File: src/hdl/accel_step_and_fall_detector_defines.svh
// ----------------------------------------------------------------------------
// Step and fall detector assertion macros
// Shared concurrent assertion forms, clocked on clock, disabled in reset.
// ----------------------------------------------------------------------------
`ifndef ACCEL_STEP_AND_FALL_DETECTOR_DEFINES_SVH
`define ACCEL_STEP_AND_FALL_DETECTOR_DEFINES_SVH

// same-cycle implication
`define ASFD_ASSERT_NOW(label, ante, cons) \
   label: assert property (@(posedge clock) disable iff (reset) (ante) |-> (cons)) \
      else $error("asfd: same-cycle check failed");

// next-cycle implication
`define ASFD_ASSERT_NEXT(label, ante, cons) \
   label: assert property (@(posedge clock) disable iff (reset) (ante) |=> (cons)) \
      else $error("asfd: next-cycle check failed");

`endif

File: src/hdl/asfd_pkg.sv
// ----------------------------------------------------------------------------
// Step and fall detector package
// Register map, reset values, shared types.
// ----------------------------------------------------------------------------
`default_nettype none

package asfd_pkg;

   localparam int THR_W    = 20;
   localparam int MS_W     = 16;
   localparam int MAG_OUT_W = 20;
   localparam int COUNT_W  = 32;
   localparam int CSR_AW   = 3;
   localparam int CSR_DW   = 20;
   localparam int Q_DEPTH  = 4;
   localparam int Q_AW     = 2;

   localparam logic [THR_W-1:0] RST_STEP_THR   = 20'd94372;
   localparam logic [MS_W-1:0]  RST_STEP_MIN   = 16'd300;
   localparam logic [THR_W-1:0] RST_FREE_FALL  = 20'd23593;
   localparam logic [THR_W-1:0] RST_IMPACT     = 20'd409600;
   localparam logic [MS_W-1:0]  RST_FALL_WIN   = 16'd500;
   localparam logic [THR_W-1:0] RST_STILL_LOW  = 20'd41943;
   localparam logic [THR_W-1:0] RST_STILL_HIGH = 20'd94372;

   typedef enum logic [CSR_AW-1:0] {
      CSR_STEP_THR   = 3'd0,
      CSR_STEP_MIN   = 3'd1,
      CSR_FREE_FALL  = 3'd2,
      CSR_IMPACT     = 3'd3,
      CSR_FALL_WIN   = 3'd4,
      CSR_STILL_LOW  = 3'd5,
      CSR_STILL_HIGH = 3'd6
   } csr_index_type;

   typedef struct packed {
      logic [THR_W-1:0] step_thr;
      logic [MS_W-1:0]  step_min;
      logic [THR_W-1:0] free_fall;
      logic [THR_W-1:0] impact;
      logic [MS_W-1:0]  fall_win;
      logic [THR_W-1:0] still_low;
      logic [THR_W-1:0] still_high;
   } cfg_type;

   typedef struct packed {
      logic step_hi;
      logic free_fall;
      logic impact;
      logic moving;
   } class_type;

   localparam int CLASS_W = $bits(class_type);

endpackage

`default_nettype wire

File: src/hdl/asfd_front.sv
// ----------------------------------------------------------------------------
// Step and fall detector front end
// Squares the axes, sums them and classifies the magnitude. Two stages, no stall.
// ----------------------------------------------------------------------------
`default_nettype none

module asfd_front #(
   parameter int SAMPLE_BITS = 10,
   parameter int TIME_BITS   = 32
) (
   input  wire logic                      clock,
   input  wire logic                      reset,
   input  wire asfd_pkg::cfg_type         cfg,
   input  wire logic                      in_valid,
   input  wire logic signed [SAMPLE_BITS-1:0] in_x,
   input  wire logic signed [SAMPLE_BITS-1:0] in_y,
   input  wire logic signed [SAMPLE_BITS-1:0] in_z,
   input  wire logic [TIME_BITS-1:0]      in_time,
   output logic                           out_valid,
   output logic [asfd_pkg::MAG_OUT_W-1:0] out_mag,
   output asfd_pkg::class_type            out_class,
   output logic [TIME_BITS-1:0]           out_time,
   output logic [1:0]                     inflight
);

   localparam int SQ_W  = 2 * SAMPLE_BITS - 1;
   localparam int MAG_W = 2 * SAMPLE_BITS;
   localparam int CMP_W = (MAG_W > asfd_pkg::THR_W) ? MAG_W : asfd_pkg::THR_W;
   localparam int OUT_W = asfd_pkg::MAG_OUT_W;

   logic signed [2*SAMPLE_BITS-1:0] px, py, pz;
   logic [SQ_W-1:0] sqx_ff, sqy_ff, sqz_ff;
   logic [TIME_BITS-1:0] time_a_ff;
   logic valid_a_ff;

   logic [MAG_W-1:0] mag_in;
   logic [CMP_W-1:0] mag_cmp;
   asfd_pkg::class_type class_in;
   logic [CMP_W-1:0] thr_step, thr_ff, thr_imp, thr_lo, thr_hi;
   logic [OUT_W-1:0] mag_out_in;

   logic valid_b_ff;
   logic [OUT_W-1:0] mag_ff;
   asfd_pkg::class_type class_ff;
   logic [TIME_BITS-1:0] time_b_ff;

   assign px = in_x * in_x;
   assign py = in_y * in_y;
   assign pz = in_z * in_z;

   always_ff @(posedge clock) begin
      if (reset) begin
         valid_a_ff <= 1'b0;
         valid_b_ff <= 1'b0;
      end else begin
         valid_a_ff <= in_valid;
         valid_b_ff <= valid_a_ff;
      end
      sqx_ff    <= px[SQ_W-1:0];
      sqy_ff    <= py[SQ_W-1:0];
      sqz_ff    <= pz[SQ_W-1:0];
      time_a_ff <= in_time;
      mag_ff    <= mag_out_in;
      class_ff  <= class_in;
      time_b_ff <= time_a_ff;
   end

   always_comb begin
      mag_in   = MAG_W'(sqx_ff) + MAG_W'(sqy_ff) + MAG_W'(sqz_ff);
      mag_cmp  = CMP_W'(mag_in);
      thr_step = CMP_W'(cfg.step_thr);
      thr_ff   = CMP_W'(cfg.free_fall);
      thr_imp  = CMP_W'(cfg.impact);
      thr_lo   = CMP_W'(cfg.still_low);
      thr_hi   = CMP_W'(cfg.still_high);
      class_in.step_hi   = mag_cmp > thr_step;
      class_in.free_fall = mag_cmp < thr_ff;
      class_in.impact    = mag_cmp > thr_imp;
      class_in.moving    = (mag_cmp < thr_lo) || (mag_cmp > thr_hi);
      mag_out_in = OUT_W'(mag_cmp);
   end

   assign out_valid = valid_b_ff;
   assign out_mag   = mag_ff;
   assign out_class = class_ff;
   assign out_time  = time_b_ff;
   assign inflight  = {1'b0, valid_a_ff} + {1'b0, valid_b_ff};

endmodule

`default_nettype wire

File: src/hdl/asfd_queue.sv
// ----------------------------------------------------------------------------
// Step and fall detector decoupling queue
// Small FIFO between front end and back end.
// ----------------------------------------------------------------------------
`default_nettype none

module asfd_queue #(
   parameter int DATA_W = 56
) (
   input  wire logic              clock,
   input  wire logic              reset,
   input  wire logic              push,
   input  wire logic [DATA_W-1:0] push_data,
   input  wire logic              pop,
   output logic [DATA_W-1:0]      pop_data,
   output logic                   not_empty,
   output logic [asfd_pkg::Q_AW:0] count
);

   localparam int AW = asfd_pkg::Q_AW;

   logic [DATA_W-1:0] mem [asfd_pkg::Q_DEPTH];
   logic [AW-1:0] wr_ptr_ff, rd_ptr_ff;
   logic [AW:0]   count_ff;
   logic do_pop;

   assign do_pop = pop && (count_ff != '0);

   always_ff @(posedge clock) begin
      if (reset) begin
         wr_ptr_ff <= '0;
         rd_ptr_ff <= '0;
         count_ff  <= '0;
      end else begin
         if (push) wr_ptr_ff <= wr_ptr_ff + 1'b1;
         if (do_pop) rd_ptr_ff <= rd_ptr_ff + 1'b1;
         count_ff <= count_ff + {{AW{1'b0}}, push} - {{AW{1'b0}}, do_pop};
      end
      if (push) mem[wr_ptr_ff] <= push_data;
   end

   assign pop_data  = mem[rd_ptr_ff];
   assign not_empty = count_ff != '0;
   assign count     = count_ff;

endmodule

`default_nettype wire

File: src/hdl/asfd_back.sv
// ----------------------------------------------------------------------------
// Step and fall detector back end
// Step counter and fall state machine; holds the result register.
// ----------------------------------------------------------------------------
`default_nettype none

module asfd_back #(
   parameter int TIME_BITS = 32
) (
   input  wire logic                      clock,
   input  wire logic                      reset,
   input  wire asfd_pkg::cfg_type         cfg,
   input  wire logic                      q_valid,
   input  wire logic [asfd_pkg::MAG_OUT_W-1:0] q_mag,
   input  wire asfd_pkg::class_type       q_class,
   input  wire logic [TIME_BITS-1:0]      q_time,
   output logic                           q_pop,
   output logic                           rsp_empty,
   input  wire logic                      rsp_pop,
   output logic [asfd_pkg::MAG_OUT_W-1:0] rsp_magnitude_sq,
   output logic                           rsp_step_event,
   output logic [asfd_pkg::COUNT_W-1:0]   rsp_steps_total,
   output logic                           rsp_fall_alarm,
   output logic                           rsp_fall_armed,
   output logic                           rsp_moving
);

   logic [asfd_pkg::COUNT_W-1:0] steps_ff, steps_in;
   logic [TIME_BITS-1:0] last_step_ff, last_step_in;
   logic armed_ff, armed_in;
   logic [TIME_BITS-1:0] ff_stamp_ff, ff_stamp_in;
   logic out_valid_ff;
   logic [asfd_pkg::MAG_OUT_W-1:0] mag_ff;
   logic step_ev_ff, step_ev_in;
   logic alarm_ff, alarm_in;
   logic moving_ff;
   logic [TIME_BITS-1:0] step_gap, fall_gap;

   assign q_pop = q_valid && (!out_valid_ff || rsp_pop);

   always_comb begin
      step_gap     = q_time - last_step_ff;
      fall_gap     = q_time - ff_stamp_ff;
      steps_in     = steps_ff;
      last_step_in = last_step_ff;
      armed_in     = armed_ff;
      ff_stamp_in  = ff_stamp_ff;
      step_ev_in   = 1'b0;
      alarm_in     = 1'b0;
      if (q_class.step_hi && (step_gap > TIME_BITS'(cfg.step_min))) begin
         steps_in     = steps_ff + 1'b1;
         last_step_in = q_time;
         step_ev_in   = 1'b1;
      end
      if (!armed_ff) begin
         if (q_class.free_fall) begin
            armed_in    = 1'b1;
            ff_stamp_in = q_time;
         end
      end else if (fall_gap > TIME_BITS'(cfg.fall_win)) begin
         armed_in = 1'b0;
      end else if (q_class.impact) begin
         alarm_in = 1'b1;
         armed_in = 1'b0;
      end
   end

   always_ff @(posedge clock) begin
      if (reset) begin
         steps_ff     <= '0;
         last_step_ff <= '0;
         armed_ff     <= 1'b0;
         ff_stamp_ff  <= '0;
         out_valid_ff <= 1'b0;
      end else begin
         if (q_pop) begin
            steps_ff     <= steps_in;
            last_step_ff <= last_step_in;
            armed_ff     <= armed_in;
            ff_stamp_ff  <= ff_stamp_in;
            out_valid_ff <= 1'b1;
         end else if (rsp_pop) begin
            out_valid_ff <= 1'b0;
         end
      end
      if (q_pop) begin
         mag_ff     <= q_mag;
         step_ev_ff <= step_ev_in;
         alarm_ff   <= alarm_in;
         moving_ff  <= q_class.moving;
      end
   end

   assign rsp_empty        = !out_valid_ff;
   assign rsp_magnitude_sq = mag_ff;
   assign rsp_step_event   = step_ev_ff;
   assign rsp_steps_total  = steps_ff;
   assign rsp_fall_alarm   = alarm_ff;
   assign rsp_fall_armed   = armed_ff;
   assign rsp_moving       = moving_ff;

endmodule

`default_nettype wire

File: src/hdl/accel_step_and_fall_detector.sv
// ----------------------------------------------------------------------------
// Accelerometer step and fall detector, top level
// Path: 2 front stages, 4-entry queue, result register, then the rsp ports.
// Throughput: 1 sample per cycle while not full; queue and front stages set full.
// Front end: squaring stage, then sum and threshold compare stage.
// Back end: step and fall state, one result register.
// Reset: synchronous; clears state, queue and registers to their defaults.
// ----------------------------------------------------------------------------
`default_nettype none

`include "accel_step_and_fall_detector_defines.svh"

module accel_step_and_fall_detector #(
   parameter int SAMPLE_BITS = 10,
   parameter int TIME_BITS   = 32
) (
   input  wire logic                          clock,
   input  wire logic                          reset,
   input  wire logic                          csr_wr_en,
   input  wire logic [asfd_pkg::CSR_AW-1:0]   csr_index,
   input  wire logic [asfd_pkg::CSR_DW-1:0]   csr_wdata,
   input  wire logic                          req_push,
   output logic                               req_full,
   input  wire logic signed [SAMPLE_BITS-1:0] req_accel_x,
   input  wire logic signed [SAMPLE_BITS-1:0] req_accel_y,
   input  wire logic signed [SAMPLE_BITS-1:0] req_accel_z,
   input  wire logic [TIME_BITS-1:0]          req_sample_time,
   output logic                               rsp_empty,
   input  wire logic                          rsp_pop,
   output logic [asfd_pkg::MAG_OUT_W-1:0]     rsp_magnitude_sq,
   output logic                               rsp_step_event,
   output logic [asfd_pkg::COUNT_W-1:0]       rsp_steps_total,
   output logic                               rsp_fall_alarm,
   output logic                               rsp_fall_armed,
   output logic                               rsp_moving
);

   localparam int Q_DATA_W = asfd_pkg::MAG_OUT_W + asfd_pkg::CLASS_W + TIME_BITS;
   localparam int OCC_W    = asfd_pkg::Q_AW + 2;

   asfd_pkg::cfg_type cfg_ff;
   logic req_accept;

   logic front_valid;
   logic [asfd_pkg::MAG_OUT_W-1:0] front_mag;
   asfd_pkg::class_type front_class;
   logic [TIME_BITS-1:0] front_time;
   logic [1:0] inflight;

   logic [Q_DATA_W-1:0] q_wdata, q_rdata;
   logic q_pop, q_not_empty;
   logic [asfd_pkg::Q_AW:0] q_count;
   logic [OCC_W-1:0] occupancy;

   logic [asfd_pkg::MAG_OUT_W-1:0] q_mag;
   asfd_pkg::class_type q_class;
   logic [TIME_BITS-1:0] q_time;

   always_ff @(posedge clock) begin
      if (reset) begin
         cfg_ff.step_thr   <= asfd_pkg::RST_STEP_THR;
         cfg_ff.step_min   <= asfd_pkg::RST_STEP_MIN;
         cfg_ff.free_fall  <= asfd_pkg::RST_FREE_FALL;
         cfg_ff.impact     <= asfd_pkg::RST_IMPACT;
         cfg_ff.fall_win   <= asfd_pkg::RST_FALL_WIN;
         cfg_ff.still_low  <= asfd_pkg::RST_STILL_LOW;
         cfg_ff.still_high <= asfd_pkg::RST_STILL_HIGH;
      end else if (csr_wr_en) begin
         case (asfd_pkg::csr_index_type'(csr_index))
            asfd_pkg::CSR_STEP_THR:   cfg_ff.step_thr   <= csr_wdata;
            asfd_pkg::CSR_STEP_MIN:   cfg_ff.step_min   <= csr_wdata[asfd_pkg::MS_W-1:0];
            asfd_pkg::CSR_FREE_FALL:  cfg_ff.free_fall  <= csr_wdata;
            asfd_pkg::CSR_IMPACT:     cfg_ff.impact     <= csr_wdata;
            asfd_pkg::CSR_FALL_WIN:   cfg_ff.fall_win   <= csr_wdata[asfd_pkg::MS_W-1:0];
            asfd_pkg::CSR_STILL_LOW:  cfg_ff.still_low  <= csr_wdata;
            asfd_pkg::CSR_STILL_HIGH: cfg_ff.still_high <= csr_wdata;
            default: ;
         endcase
      end
   end

   // every beat in the front stages already owns a queue slot
   assign occupancy  = OCC_W'(q_count) + OCC_W'(inflight);
   assign req_full   = occupancy >= OCC_W'(asfd_pkg::Q_DEPTH);
   assign req_accept = req_push && !req_full;

   asfd_front #(
      .SAMPLE_BITS(SAMPLE_BITS),
      .TIME_BITS  (TIME_BITS)
   ) u_front (
      .clock    (clock),
      .reset    (reset),
      .cfg      (cfg_ff),
      .in_valid (req_accept),
      .in_x     (req_accel_x),
      .in_y     (req_accel_y),
      .in_z     (req_accel_z),
      .in_time  (req_sample_time),
      .out_valid(front_valid),
      .out_mag  (front_mag),
      .out_class(front_class),
      .out_time (front_time),
      .inflight (inflight)
   );

   assign q_wdata = {front_mag, front_class, front_time};

   asfd_queue #(
      .DATA_W(Q_DATA_W)
   ) u_queue (
      .clock    (clock),
      .reset    (reset),
      .push     (front_valid),
      .push_data(q_wdata),
      .pop      (q_pop),
      .pop_data (q_rdata),
      .not_empty(q_not_empty),
      .count    (q_count)
   );

   assign {q_mag, q_class, q_time} = q_rdata;

   asfd_back #(
      .TIME_BITS(TIME_BITS)
   ) u_back (
      .clock           (clock),
      .reset           (reset),
      .cfg             (cfg_ff),
      .q_valid         (q_not_empty),
      .q_mag           (q_mag),
      .q_class         (q_class),
      .q_time          (q_time),
      .q_pop           (q_pop),
      .rsp_empty       (rsp_empty),
      .rsp_pop         (rsp_pop),
      .rsp_magnitude_sq(rsp_magnitude_sq),
      .rsp_step_event  (rsp_step_event),
      .rsp_steps_total (rsp_steps_total),
      .rsp_fall_alarm  (rsp_fall_alarm),
      .rsp_fall_armed  (rsp_fall_armed),
      .rsp_moving      (rsp_moving)
   );

   `ASFD_ASSERT_NOW(a_no_overflow, front_valid, q_count < (asfd_pkg::Q_AW + 1)'(asfd_pkg::Q_DEPTH))
   `ASFD_ASSERT_NOW(a_occupancy, 1'b1, occupancy <= OCC_W'(asfd_pkg::Q_DEPTH))
   `ASFD_ASSERT_NOW(a_alarm_disarms, !rsp_empty && rsp_fall_alarm, !rsp_fall_armed)
   `ASFD_ASSERT_NEXT(a_pop_fills, q_pop, !rsp_empty)

endmodule

`default_nettype wire

File: config.mk
export PLATFORM = sky130hd
export DESIGN_NAME = accel_step_and_fall_detector
export DESIGN_NICKNAME = d
export VERILOG_FILES = /design/src/hdl/asfd_pkg.sv /design/src/hdl/asfd_front.sv /design/src/hdl/asfd_queue.sv /design/src/hdl/asfd_back.sv /design/src/hdl/accel_step_and_fall_detector.sv
export VERILOG_INCLUDE_DIRS = /design/src /design/src/hdl
export SDC_FILE = /design/constraint.sdc
export NUM_CORES = 2
export LEC_CHECK = 0
export ABC_AREA = 1
export BUFFER_PORTS_ARGS = -buffer_cell sky130_fd_sc_hd__buf_4
export CORE_ASPECT_RATIO = 2
export CORE_MARGIN = 8
export CORE_UTILIZATION = 25
export CTS_CLUSTER_DIAMETER = 100
export DETAILED_ROUTE_END_ITERATION = 10
export MAX_ROUTING_LAYER = met4
export PLACE_DENSITY_LB_ADDON = 0.08
export SETUP_SLACK_MARGIN = 0.3
export SYNTH_ARGS = -nofsm -noshare
export SYNTH_HDL_FRONTEND = slang
export SYNTH_SLANG_ARGS = --single-unit
export TNS_END_PERCENT = 5
File: constraint.sdc
create_clock -name clock -period 10.4 [get_ports clock]
set_clock_uncertainty 0.15 [all_clocks]
set_input_delay 3.12 -clock clock [delete_from_list [all_inputs] [get_ports clock]]
set_output_delay 3.12 -clock clock [all_outputs]
set_load 0.1 [all_outputs]
# After elaboration in Yosys (flattened, before gate mapping)
# Memories as Yosys holds them, arrays and structs flattened. A register that Yosys moved wholly into a read port is not among the register bits.
# Cells that the tools add are included.
word_totals:
  word_cells: 94
  memories: 1
  ff_bits: 407
  mem_bits_rw: 224
  output_inout_bits: 58
  input_bits: 90
memory_table:
  columns: ["name", "depth", "width", "read_ports", "rd_clocked_by_memory_dff", "write_ports", "line", "text"]
  rows:
  - ["u_queue.mem", 4, 56, 1, 1, 1, "asfd_queue.sv:22", "logic [DATA_W-1:0] mem [asfd_pkg::Q_DEPTH];"]
op_classes:
  n_addsub: 11
  eq_ne: 6
  multipliers: 3
  n_bitwise: 1
  n_lt_le_gt_ge: 8
  mux: 12
  n_reduce_logical: 21
op_table:
  columns: ["cell", "count"]
  rows:
  - ["32-bit by 16-bit > comparator with 1-bit output", 2]
  - ["32-bit subtractor", 2]
  - ["20-bit > comparator", 3]
  - ["10-bit by 10-bit multiplier with 19-bit output", 3]
  - ["20-bit less-than comparator", 2]
  - ["32-bit by 1-bit adder with 32-bit output, second input constant", 1]
  - ["19-bit by 19-bit adder with 20-bit output", 1]
  - ["20-bit by 19-bit adder with 20-bit output", 1]
  - ["2-bit AND reduction", 8]
  - ["1-bit 2-to-1 mux", 10]
  - ["3-bit equality test, second input constant", 3]
  - ["3-bit by 2-bit equality test with 1-bit output, second input constant", 2]
  - ["2-bit by 1-bit adder with 2-bit output, second input constant", 2]
  - ["3-bit by 2-bit adder with 4-bit output", 1]
  - ["4-bit by 3-bit greater-or-equal comparator with 1-bit output, second input constant", 1]
  - ["1-bit logical AND", 4]
  - ["2-bit 2-to-1 mux", 2]
  - ["3-bit by 1-bit adder with 3-bit output", 1]
  - ["3-bit by 1-bit equality test with 1-bit output, second input constant", 1]
  - ["3-bit logical NOT", 1]
  - ["3-bit AND reduction", 1]
  - ["3-bit nonzero test", 1]
  - ["3-bit by 1-bit subtractor with 3-bit output", 1]
  - ["1-bit by 1-bit adder with 2-bit output", 1]
  - ["5 further kinds", 7]

# Logic depth before layout (Yosys ltp)
logic_depth:
  ltp_word: 6
  depth_mapped: 34
  ltp_nobuf: 31

# Cells and area by module
# A second synthesis with hierarchy kept.
unflattened:
  hier_cells: 5322
  hier_area_um2: 42534.5
by_module_without_submodules:
  columns: ["module", "area_each_um2", "cells_each", "instances", "seq_area_each_um2"]
  rows:
  - ["asfd_front", 17967.2, 2290, 1, 2882.8]
  - ["asfd_back", 10435.0, 1714, 1, 2652.5]
  - ["asfd_queue", 9087.5, 603, 1, 6906.6]
  - ["accel_step_and_fall_detector", 5044.8, 715, 1, 2642.5]

# Worst setup path before layout
# OpenSTA, ideal clock, no wires.
synth_path:
  path_type: "input to register"
  startpoint: "input req_accel_x[1]"
  endpoint: "register u_front.sqx_ff[15]"
  cell_stages: 21
  required_ps: 10127
  arrival_time_ps: 7506
  slack_ps: 2620
  setup_time_ps: 123
  n_path_buf: 1
  path_cell_list: "clkbuf_1 -> nand2_1 -> inv_1 -> fa_1 -> inv_1 -> fa_1 -> inv_1 -> ha_1 -> inv_1 -> fa_1 -> fa_1 -> inv_1 -> ha_1 -> a21o_1 -> a31oi_1 -> o21ai_0 -> a21boi_0 -> o21ai_0 -> a21oi_1 -> o21bai_1 -> xor2_1"
synth_via:
  elab_chain_cells: 1
synth_lines:
  columns: ["item", "line", "text"]
  rows:
  - ["start: declaration", "accel_step_and_fall_detector.sv:24", "input wire logic signed [SAMPLE_BITS-1:0] req_accel_x,"]
  - ["10-bit by 10-bit multiplier with 19-bit output", "asfd_front.sv:47", "assign px = in_x * in_x;"]
  - ["via u_front.px[15]", "asfd_front.sv:31", "logic signed [2*SAMPLE_BITS-1:0] px, py, pz;"]
  - ["end signal: assignment", "asfd_front.sv:59", "sqx_ff <= px[SQ_W-1:0];"]
  - ["end: declaration", "asfd_front.sv:32", "logic [SQ_W-1:0] sqx_ff, sqy_ff, sqz_ff;"]
# The timed path passes the listed nets, and every way through them passes these cells.
# A chain may end at the register's enable or synchronous reset.

==> impl_metrics.ini <==
[hold_path]
hp-class = flip-flop to flip-flop
min_from = u_front.time_a_ff[4]

[status]
run_status = finished, final reports clean

[grt]
grt.total_usage_pct = 16.1
grt_max_degree = 98
grt-ovfl-total = 0
grt_pass1_wl_um = 205000
grt_antenna_before_repair = 10
grt_pass1_vias = 33000

[synthesis]
synth-main-ff-cell = dfxtp_1
synthArstFlopShare_pct = 0
yosysWarnings = 0
avgSynthCellArea_um2 = 8.54
synth_edf_count = 247
syn_area_mm2 = 0.0402
syn_inst = 4711
ys_seq_area_share_pct = 37.5
synth_top_area_share_pct = 19.1
ys_ff_latch = 630
synthTopCellsByArea = dfxtp_1 19%, edfxtp_1 18%, fa_1 13%, ha_1 11%, nand2_1 8.8%
synth_top_area_cell = dfxtp_1
ys_types = 48

[timing]
fin_crit_ns = 7.68
relSlewSlack_pct = 17.9
final-setup-viol-count = 0
fmax_ghz = 0.130
slew_violations = 0
rsz0062_at_grt = false
fin_tns_setup_ns = 0
period_share_pct = 73.9
finalWorstSetupSlack_ns = 2.72
hold_violations = 0
tightest_slew_ns = 1.22

[final_layout]
nets = 5560
area_growth_syn_to_layout_pct = 15.5
stdcell_count = 7023
final_layout_size_suffix_gt1_share_pct = 7.28
fill_cells = 17400

[floorplan]
chipHeight_um = 583
die-width_um = 300
core_area_mm2 = 0.160
die_area_mm2 = 0.175
num_rows = 208
start_util_pct = 25.1
pin_count = 148

[clocking]
ctsResizeCount = 0
clk_latency_ns = 0.67
postCtsSetupRepairBufs = 0
cts_tree = built
cts_buffers = 69
root_buffer = clkbuf_16
holdBufCountCts = 0
cts_max_level = 3
cts_max_path_buffers = 3
cts_sinks = 630
clk_pin_slew_ns = 0.06

[drt]
dr.pass1.iters = 5
wl_per_cell_um = 19.7
wirelength_um = 138000
vias = 30700
drc = 0
viasPerCell = 4.37
drtAntennaViolNets = 0
drt_iter0_drc = 1028

[job]
maxCapViolations = 0

[setup_path]
critPathMaxFanout = 97
crit_path_start_kind = flip-flop
worst-setup-path-type = flip-flop to flip-flop
cp.required_ns = 10.80
cp_slowest_cell = buf_4
arrival_ns = 8.08
path_common_cell = nand2_1
max_stage_delay_ns = 0.83
cp-end-kind = flip-flop

[place]
dpl.hpwl_um = 109000
dp_cells = 6888
io_buffer_count = 147
pre_cts_ws_ns = 2.11
place.gp.congestion = 0.863
worst max-delay path: cells and delay by family, from the launching register on:
| family | cells | cell delay (ns) |
|---|---|---|
| AOI/OAI and AO/OA | 2 | 0.25 |
| and+or+nand+nor | 21 | 2.47 |
| adders and majority gates | 2 | 0.68 |
| DFF | 1 | 0.77 |
| xor gates and xnor gates | 1 | 0.21 |
| buffers and inverters | 6 | 2.89 |
cell usage in the layout, fill, tap and decap left out, types with 6 or more instances in the layout:
master	count
a21boi_0	6
nor3_1	38
o211ai_1	43
o31ai_1	7
fa_1	252
a211oi_1	8
bufinv_16	9
nor4_1	13
nand3b_1	7
nand4_1	57
inv_6	6
a21o_1	13
edfxtp_1	247
buf_4	214
dfxtp_1	382
a32oi_1	30
ha_1	359
o21ai_0	232
nor2_1	346
diode_2	8
xnor2_1	41
xor2_1	104
nand2_1	938
clkbuf_1	11
inv_2	10
o21bai_1	6
a21oi_1	359
clkinv_2	10
inv_1	899
clkinv_1	6
clkbuf_8	6
clkbuf_16	69
nand3_1	96
and3_1	6
a31oi_1	7
o22ai_1	22
state kept, by name (all words and copies together) (netlist names), 20 cells and up, named ones only:
signal                   count
u_back.rsp_steps_total      32
u_back.last_step_ff         32
u_back.ff_stamp_ff          32
u_front.time_a_ff           32
u_front.out_time            32
cfg_ff                     132
u_back.rsp_magnitude_sq     20
u_front.out_mag             20
u_queue.mem                224
path summary, 6_finish.rpt:
kind                        endpoint  slack (ns)  depth (start not counted)
min              u_front.out_time[4]        0.16                          0
max          u_back.last_step_ff[13]        2.72                         32
max reg2reg  u_back.last_step_ff[13]        2.72                         32
min reg2reg      u_front.out_time[4]        0.16                          0
logic make-up after synthesis:
family	synth area share, %
AO/OA/AOI/OAI	10.4
XOR/XNOR	3.31
adder cells (fa/ha/maj)	23.7
buffers and inverters	9.89
flip-flops	37.5
other	0.00932
AND/OR/NAND/NOR	15.2
cells in the mapped netlist, types with 2 or more instances:
cell type,n
xnor2_1,44
nor3_1,38
xor2_1,108
buf_1,3
nor4_1,13
nand4_1,57
buf_2,6
nand3_1,96
edfxtp_1,247
o21bai_1,6
a21o_1,13
a31oi_1,7
o31ai_1,7
o211ai_1,43
a32oi_1,31
inv_2,7
nand2_1,938
inv_1,904
nand2_2,2
nand3b_1,7
nor2_1,346
a211oi_1,9
a221oi_1,4
and2_1,4
clkbuf_1,126
buf_6,4
o32ai_1,2
nor2_2,3
o221ai_1,2
o2111ai_1,3
a21boi_0,6
ha_1,359
dfxtp_1,383
and3_1,6
a21oi_1,360
o22ai_1,23
fa_1,252
o21ai_0,232
metrics by stage:
step	utilization, %	hold WS, ns	instance area [um2]
floorplan	-	0.160	40200
global placement	27.5	0.163	44000
detailed placement	27.5	0.164	44000
CTS	29.0	0.146	46400
global route	29.0	0.160	46500
finish	29.0	0.160	46500
area by class of cell:
cell class / count / area [um2] / area share, %
diodes: 8 / 20.0 / 0.0431
clock inverters: 41 / 559 / 1.20
repair buffers: 214 / 1610 / 3.46
flip-flops and latches: 630 / 15100 / 32.5
well taps: 2100 / 2630 / 5.66
clock buffers: 86 / 1850 / 3.98
inverters: 911 / 3430 / 7.37
multi-input cells: 3033 / 21300 / 45.8
per-layer routing:
metal	wire length [um]	GRT usage (%)
met1	44900	13.9
met2	82500	33.7
met3	4040	2.10
met4	6630	6.90
met5	0	-
Power is not shown: default switching activity piles up to over one toggle a cycle in this logic, so the estimate is an artifact.
